**src/sv/trt_pkg.sv**
```systemverilog
`timescale 1ns / 1ps

package trt_pkg;

  localparam int DEFAULT_MAX_THREADS = 8;

  // guard margins in words around live regions
  localparam int ROM_GUARD = 2;
  localparam int RAM_GUARD = 1;

  localparam logic [2:0] ST_NULL   = 3'd0;
  localparam logic [2:0] ST_ACTIVE = 3'd1;
  localparam logic [2:0] ST_IO     = 3'd2;

  typedef enum logic [1:0] {
    FUNC_WRITE    = 2'd0,
    FUNC_READ     = 2'd1,
    FUNC_CHECK    = 2'd2,
    FUNC_UNBLOCK  = 2'd3
  } trt_func_t;

  typedef struct packed {
    trt_func_t   func;
    logic [2:0]  index;
    logic [2:0]  thread_state;
    logic [15:0] rom_start;
    logic [15:0] rom_size;
    logic [15:0] ram_base;
    logic [15:0] ram_end;
    logic [7:0]  io_type;
    logic [7:0]  io_id;
  } trt_req_t;

  typedef struct packed {
    logic        conflict;
    logic [7:0]  woken_mask;
    logic [3:0]  woken_count;
    logic [2:0]  entry_state;
  } trt_rsp_t;

  // one table entry as held in the memory
  typedef struct packed {
    logic [2:0]  thread_state;
    logic [15:0] rom_start;
    logic [15:0] rom_size;
    logic [15:0] ram_base;
    logic [15:0] ram_end;
    logic [7:0]  io_type;
    logic [7:0]  io_id;
  } trt_rec_t;

  typedef enum logic [1:0] {
    S_IDLE,
    S_READ,
    S_SCAN,
    S_DONE
  } trt_fsm_t;

endpackage

```
**src/sv/thread_region_table_unit.sv**
```systemverilog
`timescale 1ns / 1ps

// Thread region table: one entry per thread (state, flash and RAM region,
// I/O wait tag) held in a single synchronous memory with a registered read
// port. A write request goes straight to S_DONE, a state read passes S_READ
// first, and a conflict check or I/O unblock walks every entry in S_SCAN,
// reading one entry per cycle and, for unblock, writing the woken entry back
// behind the read. One request is worked at a time; the next is taken while
// a finished response still waits in the output register. A per-entry valid
// flop makes unwritten entries read as null, so no clearing pass follows reset.
module thread_region_table_unit
  import trt_pkg::*;
#(
  parameter int MAX_THREADS = DEFAULT_MAX_THREADS
) (
  input  logic     clk,
  input  logic     rst,
  input  logic     req_valid,
  output logic     req_stall,
  input  trt_req_t req,
  output logic     rsp_valid,
  input  logic     rsp_stall,
  output trt_rsp_t rsp
);

  localparam int AW = (MAX_THREADS > 1) ? $clog2(MAX_THREADS) : 1;
  localparam logic [AW-1:0] LAST_ADDR = AW'(MAX_THREADS - 1);
  localparam logic [4:0] DEPTH5 = 5'(MAX_THREADS);

  trt_rec_t mem [MAX_THREADS];
  logic [MAX_THREADS-1:0] live;

  trt_fsm_t state, state_next;

  logic          accept;
  logic [AW-1:0] rd_addr;
  logic [AW-1:0] rd_addr_q;
  trt_rec_t      rd_data;
  logic          rd_live;
  logic          rsp_load;

  // request fields held for the walk
  trt_func_t   func;
  logic        index_ok;
  logic [15:0] cand_rom_start;
  logic [16:0] cand_rom_hi;
  logic [15:0] cand_ram_base;
  logic [16:0] cand_ram_hi;
  logic [7:0]  match_type;
  logic [7:0]  match_id;
  trt_rsp_t    res;

  logic        req_index_ok;
  logic [15:0] ent_rom_end;
  logic        ent_takes_part;
  logic        rom_clash;
  logic        ram_clash;
  logic        wake;

  assign accept       = req_valid && !req_stall;
  assign req_index_ok = 5'(req.index) < DEPTH5;

  // per-entry comparisons, all unsigned with the guards moved across
  assign ent_rom_end    = rd_data.rom_start + (rd_data.rom_size >> 1);
  assign ent_takes_part = rd_live && (rd_data.thread_state != ST_NULL) &&
                          (rd_data.rom_start != 16'd0);
  assign rom_clash = !(({1'b0, cand_rom_start} > ({1'b0, ent_rom_end} + 17'(ROM_GUARD))) ||
                       (cand_rom_hi < {1'b0, rd_data.rom_start}));
  assign ram_clash = !(({1'b0, cand_ram_base} > ({1'b0, rd_data.ram_end} + 17'(RAM_GUARD))) ||
                       (cand_ram_hi < {1'b0, rd_data.ram_base}));
  assign wake = rd_live && (rd_data.thread_state == ST_IO) &&
                (rd_data.io_type == match_type) && (rd_data.io_id == match_id);

  always_comb begin
    state_next = state;
    case (state)
      S_IDLE: begin
        if (accept) begin
          case (req.func)
            FUNC_WRITE: state_next = S_DONE;
            FUNC_READ:  state_next = S_READ;
            default:    state_next = S_SCAN;
          endcase
        end
      end
      S_READ: state_next = S_DONE;
      S_SCAN: begin
        if (rd_addr_q == LAST_ADDR) state_next = S_DONE;
      end
      S_DONE: begin
        if (rsp_load) state_next = S_IDLE;
      end
      default: state_next = S_IDLE;
    endcase
  end

  always_comb begin
    req_stall = (state != S_IDLE);
    rsp_load  = (state == S_DONE) && (!rsp_valid || !rsp_stall);
    rd_addr   = rd_addr_q + AW'(1);
    if (state == S_IDLE) begin
      rd_addr = (req.func == FUNC_READ) ? AW'(req.index) : '0;
    end
  end

  always_ff @(posedge clk) begin
    if (rst) begin
      state     <= S_IDLE;
      live      <= '0;
      rsp_valid <= 1'b0;
    end else begin
      state <= state_next;
      if (accept && req.func == FUNC_WRITE && req_index_ok) begin
        live[AW'(req.index)] <= 1'b1;
      end
      if (rsp_load) begin
        rsp_valid <= 1'b1;
      end else if (!rsp_stall) begin
        rsp_valid <= 1'b0;
      end
    end
  end

  // table memory: one write port, one registered read port
  always_ff @(posedge clk) begin
    rd_data <= mem[rd_addr];
    if (accept && req.func == FUNC_WRITE && req_index_ok) begin
      mem[AW'(req.index)] <= '{thread_state: req.thread_state,
                               rom_start:    req.rom_start,
                               rom_size:     req.rom_size,
                               ram_base:     req.ram_base,
                               ram_end:      req.ram_end,
                               io_type:      req.io_type,
                               io_id:        req.io_id};
    end else if (state == S_SCAN && func == FUNC_UNBLOCK && wake) begin
      mem[rd_addr_q] <= '{thread_state: ST_ACTIVE,
                          rom_start:    rd_data.rom_start,
                          rom_size:     rd_data.rom_size,
                          ram_base:     rd_data.ram_base,
                          ram_end:      rd_data.ram_end,
                          io_type:      rd_data.io_type,
                          io_id:        rd_data.io_id};
    end
  end

  always_ff @(posedge clk) begin
    rd_addr_q <= rd_addr;
    rd_live   <= live[rd_addr];
    if (accept) begin
      func           <= req.func;
      index_ok       <= req_index_ok;
      cand_rom_start <= req.rom_start;
      cand_rom_hi    <= {1'b0, req.rom_start} + {2'b0, req.rom_size[15:1]} +
                        17'(ROM_GUARD);
      cand_ram_base  <= req.ram_base;
      cand_ram_hi    <= {1'b0, req.ram_end} + 17'(RAM_GUARD);
      match_type     <= req.io_type;
      match_id       <= req.io_id;
      res            <= '0;
    end
    if (state == S_READ) begin
      res.entry_state <= (index_ok && rd_live) ? rd_data.thread_state : ST_NULL;
    end
    if (state == S_SCAN) begin
      if (func == FUNC_CHECK) begin
        if (ent_takes_part && (rom_clash || ram_clash)) res.conflict <= 1'b1;
      end else if (wake) begin
        // entries above bit 7 fall off the mask; the count saturates
        res.woken_mask <= res.woken_mask | (8'd1 << rd_addr_q);
        if (res.woken_count != 4'hF) res.woken_count <= res.woken_count + 4'd1;
      end
    end
    if (rsp_load) begin
      rsp <= res;
    end
  end

endmodule
```
**config.mk**
```make
export PLATFORM = sky130hd
export DESIGN_NAME = thread_region_table_unit
export DESIGN_NICKNAME = d
export VERILOG_FILES = /design/src/sv/trt_pkg.sv /design/src/sv/thread_region_table_unit.sv
export SDC_FILE = /design/constraint.sdc
export NUM_CORES = 1
export LEC_CHECK = 0
export BUFFER_PORTS_ARGS = -buffer_cell sky130_fd_sc_hd__buf_2
export CORE_UTILIZATION = 55
export DETAILED_ROUTE_END_ITERATION = 7
export PLACE_DENSITY = 0.68
export SKIP_LAST_GASP = 1
export SYNTH_ARGS = -nofsm -noshare
export SYNTH_HDL_FRONTEND = slang
export SYNTH_SLANG_ARGS = --single-unit
```
**constraint.sdc**
```tcl
create_clock -name clk -period 18.8 [get_ports clk]
set_clock_uncertainty 0.15 [all_clocks]
set_input_delay 0 -clock clk [delete_from_list [all_inputs] [get_ports clk]]
set_output_delay 0 -clock clk [all_outputs]
set_load 0.02 [all_outputs]
```
Yosys cells after proc, flatten, opt, wreduce, memory -nomap -nowiden

Memories as Yosys holds them, arrays and structs flattened. A register that Yosys moved wholly into a read port is not among the register bits.
Index checks and enable logic that the tools add are counted.

Flip-flop bits (word level): 131
Latch bits: 0
RAM bits: 664
Bits in read-only memories: 0
Input bits: 92
Output and inout port bits: 18
Word-level logic and storage cells: 113
Memories: 1

Memory list:

| memory | depth | bits a word | rd ports | clocked after memory_dff | wr ports | line                           | RTL |
|---|---|---|---|---|---|---|---|
| mem    | 8     | 83          | 1        | 1                        | 1        | thread_region_table_unit.sv:30 | `trt_rec_t mem [MAX_THREADS];` |

Add/subtract/negate cells: 8
Multipliers: 0
Div/mod/pow operators: 0
$lt $le $gt $ge: 7
Eq/ne operators: 15
Shifts and indexed selects: 1
Muxes and demuxes: 30
Bitwise logic cells: 2
Reduce and logical (&&, ||, !) cells: 29

Operator list:

| kind                                                       | count |
|---|---|
| two-way mux 83 bit                                         | 1 |
| OR reduction 83 bit                                        | 1 |
| adder 16 x 1 -> 17 bit, second input constant              | 2 |
| > comparator 16 x 17 -> 1 bit                              | 2 |
| less-than comparator 17 x 16 -> 1 bit                      | 2 |
| two-way mux 12 bit                                         | 2 |
| adder 16 x 15 -> 17 bit                                    | 1 |
| adder 16 x 2 -> 17 bit, second input constant              | 1 |
| adder 17 x 2 -> 17 bit, second input constant              | 1 |
| adder 16 x 15 -> 16 bit                                    | 1 |
| equality test 8 bit                                        | 2 |
| two-way mux 16 bit                                         | 1 |
| OR 8 bit                                                   | 2 |
| nonzero test 16 bit                                        | 1 |
| two-way mux 3 bit                                          | 5 |
| two-way mux 13 bit                                         | 1 |
| logical AND 1 bit                                          | 12 |
| two-way mux 1 bit                                          | 12 |
| equality test 2 bit, second input constant                 | 4 |
| less-than comparator 3 x 4 -> 1 bit, second input constant | 2 |
| case mux 2 bit (4 select lines)                            | 1 |
| left shift 1 x 3 -> 8 bit, first input constant            | 1 |
| two-way mux 2 bit                                          | 3 |
| != test 2 bit, second input constant                       | 3 |
| 18 further kinds                                           | 28 |

Depth between registers and ports, before layout

Gate-level depths: netlist (run 1).

Word-level depth: 10
Gate-level depth with buffers: 19

Worst setup path after synthesis (run 1)

OpenSTA, ideal clock, no wires.

Kind: register to register
Start: register state[0]
End: memory mem[1][0] in the netlist's numbering (enable)
Arrival: 7.562 ns
Data required time: 18.007 ns
Path slack: 10.445 ns
Stages on the path, launching flop included: 8
Path buffers: 1
Period minus slack after synthesis: 8.355 ns
Cell sequence: dfxtp_1 inv_1 ha_1 nand4_1 nor4b_1 nand3_1 clkbuf_1 o31ai_1

Cells in the longest elaborated chain, start to end: 8
Elaborated cells on any way between the ends: 15

Ends and longest elaborated chain:

| item                                                                           | line                                                             | RTL |
|---|---|---|
| from (decl)                                                                    | thread_region_table_unit.sv:33                                   | `trt_fsm_t state, state_next;` |
| from (signal assigned)                                                         | thread_region_table_unit.sv:112                                  | `state <= state_next;` |
| equality test 2 bit / nonzero test 2 bit (equally long branches)               | thread_region_table_unit.sv:135, thread_region_table_unit.sv:98  |  |
| logical AND 1 bit / logical NOT 1 bit (equally long branches)                  | thread_region_table_unit.sv:135, thread_region_table_unit.sv:60  |  |
| logical AND 1 bit (on tied branches)                                           | thread_region_table_unit.sv:135, thread_region_table_unit.sv:60  |  |
| two-way mux 1 bit / logical AND 1 bit (equally long branches)                  | thread_region_table_unit.sv:135, thread_region_table_unit.sv:127 |  |
| two-way mux 1 bit                                                              | thread_region_table_unit.sv:127                                  | `if (accept && req.func == FUNC_WRITE && req_index_ok) begin` |
| two-way mux 1 bit (not written as such)                                        | thread_region_table_unit.sv:136                                  | `mem[rd_addr_q] <= '{thread_state: ST_ACTIVE,` |
| OR reduction 83 bit (no source line)                                           | -                                                                |  |
| two-way mux 3 bit (no source line) / two-way mux 1 bit (equally long branches) | -                                                                |  |
| to (decl)                                                                      | thread_region_table_unit.sv:30                                   |  |

Parallel ways exist; a longest one is shown, timed or not.

Worst setup path after layout (run 1)

Start: register state[0]
End: memory mem[2][50] in the netlist's numbering (enable)

The elaborated chain is that of the path after synthesis.

==> results.md, run 1 <==
* Status: complete, no violations
* Worst vdd ir at around 0.15 mV
* Post-synth EDFFs at 759
* Worst Setup Path Type: register to register
* Hold_sp: req[74]
* Crit Path Max Fanout at 56
* Longest Clk Path Bufs at 3
* # resized after CTS at 0
* Cells after Synth at 3163
* Async set or reset register ratio after synthesis at 0%
* Initial antenna violation count at 2
* Reg-to-Reg End: mem[2][50]$_DFFE_PP_
* Seq pwr share at 36.8%
* Total Wirelength at around 87000 um
* Largest family of logic cells by synthesized area: simple AND/OR/NAND/NOR gates
* Ys flop type: edfxtp_1
* Sequential area share after synthesis at 68.30%
* Most common cell after layout, fill and taps aside: nand2_1
* Placed insts at between 4k and 5k
* Yosys warnings at 0
* Fillers at 4794
* Reg2Reg Setup Slack at 13510 ps
* Max frequency at between 150 and 200 MHz
* Required time worst endpoint at around 19000 ps
* DR pass1 iterations at 6
* Switching Power at about 2.4 mW
* Synth Net Count at 3379
* First-pass GRT wire length at 134800 um
* Setup crit end kind: register
* Clk_lat worst skew at 650 ps
* Slew Viols, Final at 0
* Pwr dens at between 150 and 200 nW/um2
* Pleak at 16.04 nW
* DP HPWL at 47660 um
* Crit path DAT at 5390 ps
* Measured slew at the worst slew-check pin at 1159 ps
* CORE AREA at 65750 um2
* Flops & latches, synth at between 800 and 900
* Post-synthesis adder-cell area fraction at between 4 and 5%
* Hold WS at 23.60 ps
* Post-synthesis simple-gate area fraction at 18.59%
* Die area at 67570 um2
* Ratio of cells with drive above 1 in the final layout at 8.955%
* Largest net degree at the start of global routing at ~170
* GP Congestion at 0.8676
* CP startpoint kind: register
* Worst-path clk slew at 60 ps
* Clk sink count at 869
* Initial Utilization at 55.66%
* Overflow after GRT at 0
* Multi-input logic area at about 11000 um2
* Vias in the first global route at ~24k
* Htree depth at 3
* Combinational group share of total power at a little over a third
* Placed Area at 38060 um2
* DRT antenna net count at 0
* Reg2reg path depth at 9
* Total negative setup slack at 0 ps
* Portion of netlist area occupied by mux cells at 0.02735%
* Hold depth at 2
* Switching power share of the total at between 30 and 40%
* Initial DRC count at approximately 2.1k
* Max-slew headroom at 22.74%
* Post-Syn Area at between 30000 and 40000 um2
* Drt via density at 5.737
* Commonest cells after routing, fill and taps aside: 963 x nand2_1, 759 x edfxtp_1, 440 x nand3_1
* Synthesis-to-layout area growth at 16.42%
* Min cycle time layout at between 5000 and 6000 ps
* CTS Root Cell: clkbuf_16
* Nets at 3612
* Die H at 259.9 um
* Fin. Hold Viols at 0
* Yosys top cell by area: edfxtp_1
* Total GRT Usage at between 20% and 30%
* Cts bufs inserted at 89
* Wire per inst at 20.09 um
* CTS tree: yes
* Register area at 24990 um2
* RR Startpoint: state[0]$_SDFFE_PP0P_
* Compound-Gate Fraction of Synth Area at between 4 and 5%
* Int Pwr at a little over 4 mW
* Clock share of power at around 27%
* IO Port Bufs at 108
* FP Rows at 94
* Die X at 259.9 um
* Worst Hold Class: input pin to register
* Design area at 42600 um2
* Largest cells by area after synthesis: edfxtp_1 62%, nand2_1 9.9%, nand3_1 6.0%, dfxtp_1 6.0%, ha_1 4.2%
* Final setup vio count at 0
* Maxcap violations at 0
* Tcrit/Tclk final at 28.14%
* Total number of vias at 24.89k
* Mean Syn Cell Area at 11.57 um2
* Netlist cell types at 64
* Io pins at 110
* XOR/XNOR Fraction of Synth Area at 1.891%
* Final Non-Filler Cells at 4338
* DRC viols at 0
* Min-Delay Endpoint: cand_rom_start[10]$_DFFE_PP_
* Yosys top cell area share at between 60% and 70%
* RSZ-0062 raised after global routing: no
==> registers in the layout, summed over array words and instances (netlist names), 16 cells and up <==
signal          cells
cand_rom_start     16
cand_ram_base      16
cand_rom_hi        17
rsp                16
mem               656
cand_ram_hi        17
rd_data            82
res                16
==> power by group through the flow <==
stage / Sequential, mW / Combinational (mW) / Clock, mW
detailed placement: 2.45 / 2.31 / 0
finish: 2.41 / 2.36 / 1.78
floorplan: 2.41 / 1.71 / 0
global placement: 2.44 / 2.24 / 0
CTS: 2.41 / 2.36 / 1.80
global route: 2.42 / 2.65 / 1.87
==> cell type report <==
cell class / instances / share of cell area (%)
Inverter: 71 / 0.6608
Clock buffer: 124 / 6.009
Sequential cell: 869 / 58.67
Multi-Input combinational cell: 2072 / 25.62
Clock inverter: 44 / 1.040
Antenna cell: 1 / 0.005874
Timing Repair Buffer: 293 / 5.457
Tap cell: 864 / 2.538
==> cells by family (layout without fill, tap and decap cells) <==
| kind of cell | after synthesis | after routing |
|---|---|---|
| simple gates | 1575 | 1575 |
| flops | 869 | 869 |
| compound gates | 293 | 293 |
| buf+inv | 222 | 532 |
| fa+ha+maj | 124 | 124 |
| xor+xnor | 79 | 79 |
| mux | 1 | 1 |
| other cells | 0 | 1 |
==> synthesized netlist by cell type (all sizes together), types with 2 or more instances <==
cell,instances
nand2,963
edfxtp,759
nand3,441
o21ai,156
clkbuf,136
ha,122
dfxtp,110
inv,71
a21oi,60
nor2,45
xnor2,45
xor2,34
nand4,20
a21o,17
and3,16
nor3,16
buf,15
nor4,15
nor2b,12
nand2b,10
or3,10
o21a,8
o31ai,8
o211ai,7
a211oi,6
and2,6
a2111oi,4
a31oi,4
or2,4
a221oi,3
and4,3
nand4b,3
nor4b,3
a21boi,2
a31o,2
and4b,2
fa,2
nand3b,2
o21bai,2
o31a,2
==> metrics by stage <==
stage	power [mW]	utilization, %	worst slack, ps
CTS	6.564	64.79	13540
global placement	4.678	57.90	13650
detailed placement	4.755	57.90	13570
floorplan	4.119	-	10440
finish	6.551	64.80	13510
global route	6.951	64.80	13300
==> metal layers <==
layer	share of wire (%)	GRT usage, %	up-vias
met4	2.2	8.007	0
met5	0	0	-
met2	49	42.89	877
li1	-	-	11700
met1	42	35.76	12160
met3	6.8	3.684	152
==> worst max-delay path, stage by stage, from the launching register on <==
cell and delay (ps):
dfxtp_1 330, inv_1 120, ha_1 230, nand4_1 220, nor4b_1 810, nand3_4 770
a21oi_1 430, nand2_1 150, a21oi_4 760, buf_4 840
==> how the worst max path moves through the flow <==
stage / slack, ps / endpoint / start / cells past startpoint
floorplan: 10440 / mem[1][0]$_DFFE_PP_ / state[0]$_SDFFE_PP0P_ / 7
global placement: 13650 / mem[2][65]$_DFFE_PP_ / state[0]$_SDFFE_PP0P_ / 9
detailed placement: 13570 / mem[2][65]$_DFFE_PP_ / state[0]$_SDFFE_PP0P_ / 9
CTS: 13540 / mem[2][67]$_DFFE_PP_ / state[0]$_SDFFE_PP0P_ / 9
global route: 13300 / mem[2][54]$_DFFE_PP_ / state[0]$_SDFFE_PP0P_ / 9
finish: 13510 / mem[2][50]$_DFFE_PP_ / state[0]$_SDFFE_PP0P_ / 9
==> repair_timing <==
action,in CTS,in global routing
setup buffers,0,0
endpoints found under the hold margin,793,0
hold buffers,153,0
No activity file was read; power rests on OpenSTA's default activity.
==> inputs of run 2 (changes only) <==
--- a/config.mk
+++ b/config.mk
@@ -8,7 +8,7 @@
 export BUFFER_PORTS_ARGS = -buffer_cell sky130_fd_sc_hd__buf_2
 export CORE_UTILIZATION = 55
 export DETAILED_ROUTE_END_ITERATION = 7
-export PLACE_DENSITY = 0.68
+export PLACE_DENSITY = 0.71
 export SKIP_LAST_GASP = 1
 export SYNTH_ARGS = -nofsm -noshare
 export SYNTH_HDL_FRONTEND = slang
==> constraint.sdc (replaced) <==
create_clock -name clk -period 4.6 [get_ports clk]
set_clock_uncertainty 0.15 [all_clocks]
set_input_delay 0 -clock clk [delete_from_list [all_inputs] [get_ports clk]]
set_output_delay 0 -clock clk [all_outputs]
set_load 0.02 [all_outputs]
==> run 2 against run 1 <==
Setup slack worse by 13000 ps. Fmax rose by 23%. Utilization increased by 0.23 points. Critical path type unchanged. Largest power group is now combinational logic. Highest routed layer unchanged.
==> results.md, run 2 (synthesized netlist as in run 1, its figures left out) <==
* Worst Hold Class: input pin to register
* DR pass1 iterations at 6
* Reg2Reg Setup Slack at 320 ps
* Die area at 67570 um2
* CTS tree: yes
* FP Rows at 94
* Final Non-Filler Cells at approximately 4.3k
* Max FFs per register at 656
* Reg-to-Reg End: res[15]$_DFF_P_
* RR Startpoint: rd_data[64]$_DFF_P_
* Drt via density at 5.764
* GP Congestion at 0.8798
* Io pins at 110
* Slowest-stage cell, CP: fa_1
* Nets at 3627
* Status: complete, no violations
* Fin. Hold Viols at 0
* Reg2reg path depth at 17
* Min-Delay Endpoint: cand_rom_start[8]$_DFFE_PP_
* Die X at 259.9 um
* Worst Slack Setup Final at between 300 and 400 ps
* Place WS at about 310 ps
* Max frequency at between 200 and 250 MHz
* Total number of vias at 25.06k
* Crit Path Max Fanout at 4
* DP HPWL at 50170 um
* Slew Viols, Final at 0
* Tcrit/Tclk final at 93.13%
* CP startpoint kind: register
* Design area at 42750 um2
* CTS Root Cell: clkbuf_16
* Post-layout util at 65.03%
* Post CTS Setup Buffer Count at 0
* Pleak at 16.12 nW
* Measured slew at the worst slew-check pin at 1024 ps
* Synthesis-to-layout area growth at 16.83%
* Initial Utilization at 55.66%
* CP cell instances: ha_1, fa_1, a211oi_1, o21ai_0, nand4_1, a31oi_1, xor2_1, nand4b_1, nor3_1, xor2_1, ha_1, nand2_1, nor4_2, a2111oi_0, a21oi_1, o41a_1, o22ai_2
* Worst Setup Path Type: register to register
* Clk sink count at 869
* Required time worst endpoint at 4910 ps
* ANT cells at 0
* Pwr dens at 625.5 nW/um2
* Biggest registers after layout: mem (656), rd_data (82)
* First-pass GRT wire length at 136200 um
* Total negative setup slack at 0 ps
* Clk_lat worst skew at between 600 and 700 ps
* DRT antenna net count at 0
* Largest net degree at the start of global routing at between 150 and 200
* Commonest cells after routing, fill and taps aside: 963 x nand2_1, 759 x edfxtp_1, 440 x nand3_1
* Largest register by flop count: mem
* Worst vdd ir at 0.8051 mV
* Initial DRC count at 2453
* CORE AREA at 65750 um2
* Setup crit end kind: register
* Critical path's largest stage delay at 440 ps
* Total GRT Usage at roughly a quarter
* Min cycle time layout at ~4300 ps
* Htree depth at 3
* Initial antenna violation count at 0
* Hold_sp: req[72]
* Crit path DAT at around 4600 ps
* Fillers at 4743
* Longest Clk Path Bufs at 3
* Die H at 259.9 um
* Final setup vio count at 0
* Placed insts at 4036
* Maxcap violations at 0
* Worst-path clk slew at ~60 ps
* Max-slew headroom at 30.99%
* Ratio of cells with drive above 1 in the final layout at under 10%
* Hold depth at 2
* Wire per inst at 20.04 um
* Placed Area at about 38000 um2
* Cts bufs inserted at slightly below 90
* Overflow after GRT at 0
* Vias in the first global route at 24.44k
* IO Port Bufs at 108
* DRC viols at 0
* Most common cell after layout, fill and taps aside: nand2_1
* Total Wirelength at 87120 um
## run 2: power by group
group / total (mW) / internal (mW) / switching, mW
clock network: 6.99 / 4.12 / 2.88
logic: 9.92 / 3.40 / 6.52
registers: 9.83 / 9.36 / 0.465
total: 26.7 / 16.9 / 9.86
## run 2: layer usage
| layer | share of wire (%) | vias to the layer above | track usage (%) |
|---|---|---|---|
| met5 | 0 | - | 0 |
| met1 | 42 | 12160 | 36.39 |
| met3 | 6.6 | 172 | 3.363 |
| met2 | 48 | 982 | 42.44 |
| met4 | 2.7 | 0 | 9.216 |
| li1 | - | 11740 | - |
## run 2: cell type report
cell class	count	area, um2	area share [%]
Clock buffer	123	2455	5.742
Clock inverter	38	391.6	0.9160
Inverter	71	279.0	0.6526
Multi-Input combinational cell	2072	10920	25.54
Sequential cell	869	24990	58.46
Tap cell	864	1081	2.529
Timing Repair Buffer	310	2633	6.157
## run 2: timing repair
action | in CTS | in global routing
hold buffers | 150 | 0
resized for setup | 0 | 1
endpoints found under the hold margin | 784 | 0
setup endpoints to repair | 0 | 1
## run 2: worst max path at each step
stage	depth (start not counted)	endpoint	start	slack (ps)
floorplan	7	mem[1][0]$_DFFE_PP_	state[0]$_SDFFE_PP0P_	-1200
global placement	16	res[15]$_DFF_P_	rd_data[64]$_DFF_P_	300
detailed placement	17	res[15]$_DFF_P_	rd_data[64]$_DFF_P_	310
CTS	17	res[15]$_DFF_P_	rd_data[64]$_DFF_P_	290
global route	17	res[15]$_DFF_P_	rd_data[64]$_DFF_P_	-2
finish	17	res[15]$_DFF_P_	rd_data[64]$_DFF_P_	320
## run 2: worst max-delay path: cells and delay by family, from the launching register on
kind,cells,cell delay [ps]
AOI/OAI and AO/OA,7,1220
xor gates and xnor gates,2,370
adders and majority gates,3,990
DFF,1,350
and+or+nand+nor,5,1070
## run 2: stage by stage
step,power [mW],hold WS (ps)
finish,26.74,26.43
global route,28.38,28.05
CTS,26.75,0.6863
detailed placement,19.66,45.44
global placement,19.38,43.11
floorplan,16.84,-77.24
